<file path="config.mk">
export PLATFORM = sky130hd
export DESIGN_NAME = crm_seq
export DESIGN_NICKNAME = d
export VERILOG_FILES = /design/src/rtl/core/crm_pkg.sv /design/src/rtl/core/crm_alu.sv /design/src/rtl/core/crm_seq.sv
export SDC_FILE = /design/constraint.sdc
export NUM_CORES = 1
export LEC_CHECK = 0
export BUFFER_PORTS_ARGS = -buffer_cell sky130_fd_sc_hd__buf_2
export CORE_ASPECT_RATIO = 1.4
export CORE_MARGIN = 2
export CORE_UTILIZATION = 40
export DETAILED_ROUTE_END_ITERATION = 6
export HOLD_SLACK_MARGIN = 0.1
export PLACE_DENSITY = 0.73
export SETUP_SLACK_MARGIN = 0.2
export SYNTH_ARGS = -nofsm -noshare
export SYNTH_HDL_FRONTEND = slang
export SYNTH_SLANG_ARGS = --single-unit
export TNS_END_PERCENT = 30
</file>
<file path="constraint.sdc">
create_clock -name clk -period 24.9 [get_ports clk]
set_clock_uncertainty 0.1 [all_clocks]
set_input_delay 0 -clock clk [delete_from_list [all_inputs] [get_ports clk]]
set_output_delay 0 -clock clk [all_outputs]
set_load 0.01 [all_outputs]
</file>
<file path="src/rtl/core/crm_pkg.sv">
package crm_pkg;

  // table geometry
  localparam int TABLE_DEPTH = 512;
  localparam int IDX_W       = $clog2(TABLE_DEPTH);
  localparam int CNT_W       = IDX_W + 1;

  // field widths fixed by the item format
  localparam int LEN_W       = 10;
  localparam int ENTRY_IDX_W = 9;
  localparam int CP_W        = 21;
  localparam int DELTA_W     = 22;

  // code point constants
  localparam logic [CP_W-1:0] REPLACEMENT_CP = 21'h00FFFD;
  localparam logic [CP_W-1:0] MAX_CP         = 21'h10FFFF;

  // item kinds
  localparam logic FUNC_LOAD = 1'b0;
  localparam logic FUNC_MAP  = 1'b1;

  // register map (word index taken from paddr[2])
  localparam int          CFG_ADDR_W       = 3;
  localparam logic [0:0]  REG_TABLE_LENGTH = 1'b0;

  typedef enum logic [1:0] {
    CASE_UPPER   = 2'd0,
    CASE_LOWER   = 2'd1,
    CASE_TITLE   = 2'd2,
    CASE_INVALID = 2'd3
  } case_sel_t;

  typedef enum logic {
    ALU_ADD = 1'b0,
    ALU_SUB = 1'b1
  } alu_op_t;

  typedef struct packed {
    logic [CP_W-1:0]    lo;
    logic [CP_W-1:0]    hi;
    logic [DELTA_W-1:0] d_upper;
    logic [DELTA_W-1:0] d_lower;
    logic [DELTA_W-1:0] d_title;
  } crm_entry_t;

  typedef struct packed {
    logic [CP_W-1:0] mapped;
    logic            found;
    logic            case_error;
  } crm_result_t;

endpackage

</file>
<file path="src/rtl/core/crm_alu.sv">
module crm_alu
  import crm_pkg::*;
(
  input  alu_op_t         op,
  input  logic [CP_W-1:0] a,
  input  logic [CP_W-1:0] b,
  output logic [CP_W-1:0] sum,
  output logic            carry
);

  logic [CP_W-1:0] b_eff;
  logic [CP_W:0]   full;

  // one adder: subtract is a plus inverted b plus one, carry set means no borrow
  assign b_eff = (op == ALU_SUB) ? ~b : b;
  assign full  = {1'b0, a} + {1'b0, b_eff} + {{CP_W{1'b0}}, (op == ALU_SUB)};
  assign sum   = full[CP_W-1:0];
  assign carry = full[CP_W];

endmodule

</file>
<file path="src/rtl/core/crm_seq.sv">
module crm_seq
  import crm_pkg::*;
(
  input  logic             clk,
  input  logic             rst_n,
  input  logic             start,
  input  logic             func,
  input  logic [CP_W-1:0]  code_point,
  input  case_sel_t        which_case,
  input  logic [LEN_W-1:0] table_length,
  input  crm_entry_t       rdata,
  output logic [IDX_W-1:0] raddr,
  output logic             ready,
  output logic             res_valid,
  output crm_result_t      res,
  input  logic             res_take
);

  typedef enum logic [1:0] {
    S_IDLE,
    S_PROBE,
    S_CONV,
    S_DONE
  } state_t;

  state_t          state_r, state_nxt;
  logic [CNT_W-1:0] lo_r, lo_nxt;
  logic [CNT_W-1:0] hi_r, hi_nxt;
  logic [CNT_W-1:0] m_r, m_nxt;
  logic [CP_W-1:0]  cp_r, cp_nxt;
  case_sel_t        sel_r, sel_nxt;
  logic [CP_W-1:0]  off_r, off_nxt;
  crm_result_t      res_r, res_nxt;

  logic [CNT_W-1:0] hi_init;
  logic [CNT_W:0]   mid_sum;
  logic [CNT_W-1:0] lo_step, hi_step;
  logic [DELTA_W-1:0] delta_sel;
  logic             alt_seq;
  logic             in_range;

  alu_op_t          alu_op;
  logic [CP_W-1:0]  alu_a, alu_b, alu_sum;
  logic             alu_carry;

  crm_alu u_alu (
    .op    (alu_op),
    .a     (alu_a),
    .b     (alu_b),
    .sum   (alu_sum),
    .carry (alu_carry)
  );

  // clamp the searched length to the table depth
  always_comb begin
    if (32'(table_length) > TABLE_DEPTH) begin
      hi_init = CNT_W'(TABLE_DEPTH);
    end else begin
      hi_init = CNT_W'(table_length);
    end
  end

  // delta of the selected case and the alternating-sequence mark
  always_comb begin
    case (sel_r)
      CASE_UPPER: delta_sel = rdata.d_upper;
      CASE_LOWER: delta_sel = rdata.d_lower;
      default:    delta_sel = rdata.d_title;
    endcase
  end

  assign alt_seq  = !delta_sel[DELTA_W-1] && (delta_sel[CP_W-1:0] > MAX_CP);
  assign in_range = alu_carry && (cp_r <= rdata.hi);

  // operand select for the shared adder
  always_comb begin
    if (state_r == S_CONV) begin
      alu_op = ALU_ADD;
      alu_a  = alt_seq ? rdata.lo : cp_r;
      alu_b  = alt_seq ? {off_r[CP_W-1:1], sel_r[0]} : delta_sel[CP_W-1:0];
    end else begin
      alu_op = ALU_SUB;
      alu_a  = cp_r;
      alu_b  = rdata.lo;
    end
  end

  // bounds after a miss
  always_comb begin
    lo_step = lo_r;
    hi_step = hi_r;
    if (!alu_carry) begin
      hi_step = m_r;
    end else begin
      lo_step = m_r + CNT_W'(1);
    end
  end

  // sequencer next state
  always_comb begin
    state_nxt = state_r;
    lo_nxt    = lo_r;
    hi_nxt    = hi_r;
    m_nxt     = m_r;
    cp_nxt    = cp_r;
    sel_nxt   = sel_r;
    off_nxt   = off_r;
    res_nxt   = res_r;
    mid_sum   = '0;
    case (state_r)
      S_IDLE: begin
        if (start) begin
          cp_nxt  = code_point;
          sel_nxt = which_case;
          if (func == FUNC_LOAD) begin
            res_nxt   = '0;
            state_nxt = S_DONE;
          end else if (which_case == CASE_INVALID) begin
            res_nxt.mapped     = REPLACEMENT_CP;
            res_nxt.found      = 1'b0;
            res_nxt.case_error = 1'b1;
            state_nxt          = S_DONE;
          end else if (hi_init == '0) begin
            res_nxt.mapped     = code_point;
            res_nxt.found      = 1'b0;
            res_nxt.case_error = 1'b0;
            state_nxt          = S_DONE;
          end else begin
            lo_nxt    = '0;
            hi_nxt    = hi_init;
            m_nxt     = hi_init >> 1;
            state_nxt = S_PROBE;
          end
        end
      end
      S_PROBE: begin
        if (in_range) begin
          // keep the read address so the entry stays on the port
          off_nxt   = alu_sum;
          state_nxt = S_CONV;
        end else begin
          lo_nxt  = lo_step;
          hi_nxt  = hi_step;
          mid_sum = {1'b0, lo_step} + {1'b0, hi_step};
          m_nxt   = mid_sum[CNT_W:1];
          if (lo_step >= hi_step) begin
            res_nxt.mapped     = cp_r;
            res_nxt.found      = 1'b0;
            res_nxt.case_error = 1'b0;
            state_nxt          = S_DONE;
          end
        end
      end
      S_CONV: begin
        res_nxt.mapped     = alu_sum;
        res_nxt.found      = 1'b1;
        res_nxt.case_error = 1'b0;
        state_nxt          = S_DONE;
      end
      S_DONE: begin
        if (res_take) begin
          state_nxt = S_IDLE;
        end
      end
      default: begin
        state_nxt = S_IDLE;
      end
    endcase
  end

  // state and registered outputs
  always_ff @(posedge clk) begin
    if (!rst_n) begin
      state_r <= S_IDLE;
    end else begin
      state_r <= state_nxt;
    end
    lo_r  <= lo_nxt;
    hi_r  <= hi_nxt;
    m_r   <= m_nxt;
    cp_r  <= cp_nxt;
    sel_r <= sel_nxt;
    off_r <= off_nxt;
    res_r <= res_nxt;
  end

  assign raddr     = m_nxt[IDX_W-1:0];
  assign ready     = (state_r == S_IDLE);
  assign res_valid = (state_r == S_DONE);
  assign res       = res_r;

`ifndef SYNTH
  a_probe_bounds: assert property (@(posedge clk) disable iff (!rst_n)
    (state_r == S_PROBE) |-> (lo_r < hi_r && m_r >= lo_r && m_r < hi_r))
    else $error("probe index outside search bounds");

  a_flags_excl: assert property (@(posedge clk) disable iff (!rst_n)
    (state_r == S_DONE) |-> !(res_r.found && res_r.case_error))
    else $error("found and case error both set");

  a_error_value: assert property (@(posedge clk) disable iff (!rst_n)
    (state_r == S_DONE && res_r.case_error) |-> (res_r.mapped == REPLACEMENT_CP))
    else $error("case error without replacement character");

  a_conv_after_hit: assert property (@(posedge clk) disable iff (!rst_n)
    (state_r == S_CONV) |-> ($past(state_r) == S_PROBE && $stable(m_r)))
    else $error("convert step without a preceding hit");
`endif

endmodule

</file>
==> qor_table.md <==
| Metric | This run | Unit |
|---|---|---|
| Nets@finish | 1,201 | - |
| Clock slew at the register clock pins of the worst setup and hold paths | 0.07 | ns |
| Required time reported for the critical path endpoint | 24.80 | ns |
| Largest voltage drop on the vdd net | 0.102 | mV |
| Max capacitance violation total | 0 | - |
| Share of total power consumed by net switching | 45.8 | % |
| CP dominant cell by count | sky130_fd_sc_hd__a21o_1 | - |
| Area share of the largest cell type after synthesis | 33.8 | % |
| DRT iter0 DRCs | 445 | - |
| Main flop type after synthesis | sky130_fd_sc_hd__edfxtp_1 | - |
| Total number of H-tree levels | 3 | - |
| Max-slew violation total from the final report | 0 | - |
| Fill cell instance count of the final layout | 1,796 | - |
| Number of clock sinks | 98 | - |
| Synth warn | 0 | - |
| Sum of negative setup slack | 0 | ns |
| Die Wd | 121 | µm |
| Maximum number of pins on one net before global-route repair | 49 | - |
| Hold Slack | 0.162 | ns |
| Core footprint | 19,100 | µm² |
| Top library cells by usage in the layout, fill and taps aside | sky130_fd_sc_hd__buf_2 (179), sky130_fd_sc_hd__edfxtp_1 (87), sky130_fd_sc_hd__nand2_1 (71), sky130_fd_sc_hd__o21ai_0 (66), sky130_fd_sc_hd__ha_1 (62) | - |
| Cell-internal power | 0.673 | mW |
| Library cell with the largest summed area after synthesis | sky130_fd_sc_hd__edfxtp_1 | - |
| Number of standard cells after synthesis | 801 | - |
| Total power draw | 1.24 | mW |
| Global-route wire length before repair | 34,900 | µm |
| Post-detailed-placement half-perimeter wirelength | 17,900 | µm |
| Worst slew margin relative to its limit | 25.1 | % |
| Biggest area contributors in the synthesized netlist | sky130_fd_sc_hd__edfxtp_1 (34%), sky130_fd_sc_hd__ha_1 (10%), sky130_fd_sc_hd__mux2i_1 (7.0%) | - |
| Net count after synthesis | 1,012 | - |
| Vertical die dimension | 168 | µm |
| Sum of overflow across all layers after global routing | 0 | - |
| Count of buffers inserted at the top-level ports | 179 | - |
| Combined buffer and inverter count along the critical path | 5 | - |
| Number of global-route vias before repair | 6,740 | - |
| Clock buffers created by TritonCTS | 9 | - |
| Final hold violation count | 0 | - |
| Growth of design area from synthesis to finish | 22.5 | % |
| Routability congestion estimate | 0.928 | - |
| Seq cells post-synth | 98 | - |
| Syn Std Cell Area | 7730 | µm² |
| Via-to-Cell Ratio | 5.53 | - |
| Cell leakage power | 4.18 | nW |
| Aggregate routed wire length | 22,900 | µm |
| Source-to-sink clock delay at the later pin of the worst-skew pair | 0.36 | ns |
| Slowest stage cell on the critical path | sky130_fd_sc_hd__nand2_1 | - |
| Most used routing layer | met2 | - |
| Final critical-path setup slack | 16.98 | ns |
| Initial cell density of the core | 40.5 | % |
| Setup Slack @ Placement | 17.36 | ns |
| TritonCTS clock tree | yes | - |
| Final Setup Violations | 0 | - |
| Die Outline Area | 20,500 | µm² |
| Antenna violation net count after detailed routing | 0 | - |
| Worst Path Arrival | 7.82 | ns |
| Number of top-level design ports | 180 | - |
| Wire length per cell after detailed routing | 18.4 | µm |
| Leading cell type in the layout, fill and taps excluded | sky130_fd_sc_hd__buf_2 | - |
| Portion of total power attributed to combinational logic | 62.3 | % |
| Stage delay of the slowest cell on the critical path | 0.56 | ns |
| DRC viols | 0 | - |
| Count of different cell masters after synthesis | 67 | - |
| Total GRT Usage | 22.1 | % |
| Met3 Usage GRT | 4.07 | % |
| Outcome | finished clean | - |
| Relative contribution of sequential cells to total power | 26.3 | % |
| Met1 global-route usage | 25.4 | % |
| Max clock buf depth | 2 | - |
| Fraction of registers with async set/reset | 0 | % |
| Post-layout minimum cycle time | 7.92 | ns |
| Hold WC Path Type | in2reg | - |
| CTS Root Buffer Type | sky130_fd_sc_hd__clkbuf_16 | - |
| Maximum fanout count along the critical path | 33 | - |
| Final core occ | 49.6 | % |
| Final period utilization | 31.8 | % |
| Worst Tran Pin Value | 1.12 | ns |
| Setup repair after global routing missed its margin | no | - |
| Worst Setup Start Kind | register | - |
| Avg Synthesized Cell Area | 9.65 | µm² |
| Reported net switching power | 0.569 | mW |
| Critical Path Sink Type | output pin | - |
| Share of total power in the clock network | 11.4 | % |
| Share of post-route cells with drive strength above 1 | 25.0 | % |
| # rows | 60 | - |
| DR vias | 6,883 | - |
| Number of search-and-repair iterations in the first detailed-routing pass | 5 | - |
| Max Clk Rate | 0.126 | GHz |
| Count of flip-flops with a built-in enable after synthesis | 87 | - |
| Sequential share of the synthesized area | 36.7 | % |
| Critical setup path kind | reg2out | - |
| Total power density per cell area | 131 | nW/µm² |
| Antenna violations before repair | 1 | - |
| Met2 layer usage reported by global route | 40.0 | % |
| Largest delay contributor family on the critical path | compound AO/OA/AOI/OAI gates | - |
| Quantity of gates resized following cts | 0 | - |
==> registers in the layout, indices dropped and copies added (netlist names) <==
signal and flops:
res 23, cp_r 21, off_r 20, hi_r 10, lo_r 10, m_r 10, sel_r 2, state_r 2
==> cell families (layout without fill, tap and decap cells) <==
kind of cell | Yosys count | in the layout | share of synthesized area (%)
AOI/OAI and AO/OA | 238 | 238 | 20.5
xor gates and xnor gates | 30 | 30 | 3.40
adders and majority gates | 65 | 65 | 10.7
buffers and inverters | 100 | 294 | 5.57
DFF | 98 | 98 | 36.7
muxes | 88 | 88 | 12.1
other | 0 | 1 | 0
and+or+nand+nor | 182 | 182 | 11.0
==> power by group through the flow <==
stage	clock network (mW)	registers, mW	logic (mW)
after floorplan	0	0.321	0.563
after global placement	0	0.328	0.751
after detailed placement	0	0.328	0.754
after CTS	0.145	0.325	0.769
after global routing	0.151	0.332	0.851
final	0.142	0.327	0.774
==> what timing repair did <==
action,in CTS,in global routing
hold buffers,39,0
hold endpoints to repair,64,0
setup buffers,0,0
==> worst paths after layout <==
path | startpoint | endpoint | slack, ns | cells past startpoint
worst max-delay path | sel_r[0] | raddr[6] | 16.98 | 29
worst min-delay path | start | state_r[0] | 0.16 | 4
worst max register to register | sel_r[0] | state_r[1] | 17.20 | 25
worst min register to register | state_r[0] | state_r[0] | 0.44 | 2
==> worst register-to-register path, stage by stage, from the launching register on <==
cell and delay (ns):
sky130_fd_sc_hd__edfxtp_1 0.33, sky130_fd_sc_hd__buf_4 0.34, sky130_fd_sc_hd__mux2_1 0.37, sky130_fd_sc_hd__mux2i_1 0.12, sky130_fd_sc_hd__and2_1 0.29, sky130_fd_sc_hd__and2_0 0.32, sky130_fd_sc_hd__nand2_1 0.56, sky130_fd_sc_hd__mux2_2 0.49
sky130_fd_sc_hd__ha_1 0.38, sky130_fd_sc_hd__a21o_1 0.21, sky130_fd_sc_hd__a21o_1 0.16, sky130_fd_sc_hd__a21o_1 0.18, sky130_fd_sc_hd__a221oi_1 0.35, sky130_fd_sc_hd__o21a_1 0.22, sky130_fd_sc_hd__o31ai_4 0.07, sky130_fd_sc_hd__buf_4 0.26
sky130_fd_sc_hd__mux2i_1 0.32, sky130_fd_sc_hd__inv_1 0.07, sky130_fd_sc_hd__ha_1 0.38, sky130_fd_sc_hd__nor4_1 0.50, sky130_fd_sc_hd__a211o_1 0.20, sky130_fd_sc_hd__a21oi_1 0.04, sky130_fd_sc_hd__a311o_1 0.34, sky130_fd_sc_hd__a31oi_1 0.25
sky130_fd_sc_hd__mux2i_1 0.21, sky130_fd_sc_hd__dlygate4sd3_1 0.56
==> synthesized netlist by cell type, types with 3 or more instances <==
cell                        instances
sky130_fd_sc_hd__nand2_1           71
sky130_fd_sc_hd__xor2_1             6
sky130_fd_sc_hd__edfxtp_1          87
sky130_fd_sc_hd__ha_1              63
sky130_fd_sc_hd__xnor2_1           24
sky130_fd_sc_hd__a222oi_1           3
sky130_fd_sc_hd__and2_1            13
sky130_fd_sc_hd__a21oi_1           50
sky130_fd_sc_hd__a221o_1            4
sky130_fd_sc_hd__a211oi_1           3
sky130_fd_sc_hd__buf_2              5
sky130_fd_sc_hd__buf_1              4
sky130_fd_sc_hd__nand3_1            8
sky130_fd_sc_hd__mux2_2            30
sky130_fd_sc_hd__nor2_1            42
sky130_fd_sc_hd__clkbuf_1          27
sky130_fd_sc_hd__o211ai_1          17
sky130_fd_sc_hd__dfxtp_1           11
sky130_fd_sc_hd__a32o_1             3
sky130_fd_sc_hd__a2bb2oi_1          4
sky130_fd_sc_hd__nor4_1             4
sky130_fd_sc_hd__nor3_1            11
sky130_fd_sc_hd__buf_4              9
sky130_fd_sc_hd__a21o_1            23
sky130_fd_sc_hd__a31o_2             3
sky130_fd_sc_hd__nand4_1            6
sky130_fd_sc_hd__a31oi_1            7
sky130_fd_sc_hd__o21bai_1           4
sky130_fd_sc_hd__o21ai_0           66
sky130_fd_sc_hd__inv_1             52
sky130_fd_sc_hd__o22ai_1            7
sky130_fd_sc_hd__or2_2              4
sky130_fd_sc_hd__and3_1             6
sky130_fd_sc_hd__o21a_1             7
sky130_fd_sc_hd__a221oi_1          13
sky130_fd_sc_hd__nor2b_1            6
sky130_fd_sc_hd__mux2i_1           54
==> metal layers <==
layer  vias to the layer above  part of all wire [%]
met5                         -                     0
met4                         0                   3.6
met3                        46                   6.3
met2                       264                    51
met1                      3222                    39
li1                       3351                     -
==> through the flow <==
step,std cells,area [µm²]
6_report,1244,9460
3_3_place_gp,1188,8780
5_1_grt,1244,9460
4_1_cts,1243,9460
2_1_floorplan,801,7730
3_5_place_dp,1188,8780
==> layout make-up <==
class	count	area, µm²	share of cell area (%)
Antenna cell	1	2.50	0.0264
Sequential cell	98	2830	29.9
Inverter	53	199	2.10
Clock buffer	10	229	2.42
Tap cell	248	310	3.28
Clock inverter	6	66.3	0.701
Timing Repair Buffer	225	1340	14.1
Multi-Input combinational cell	603	4490	47.4
No activity file was read; power rests on OpenSTA's default activity.
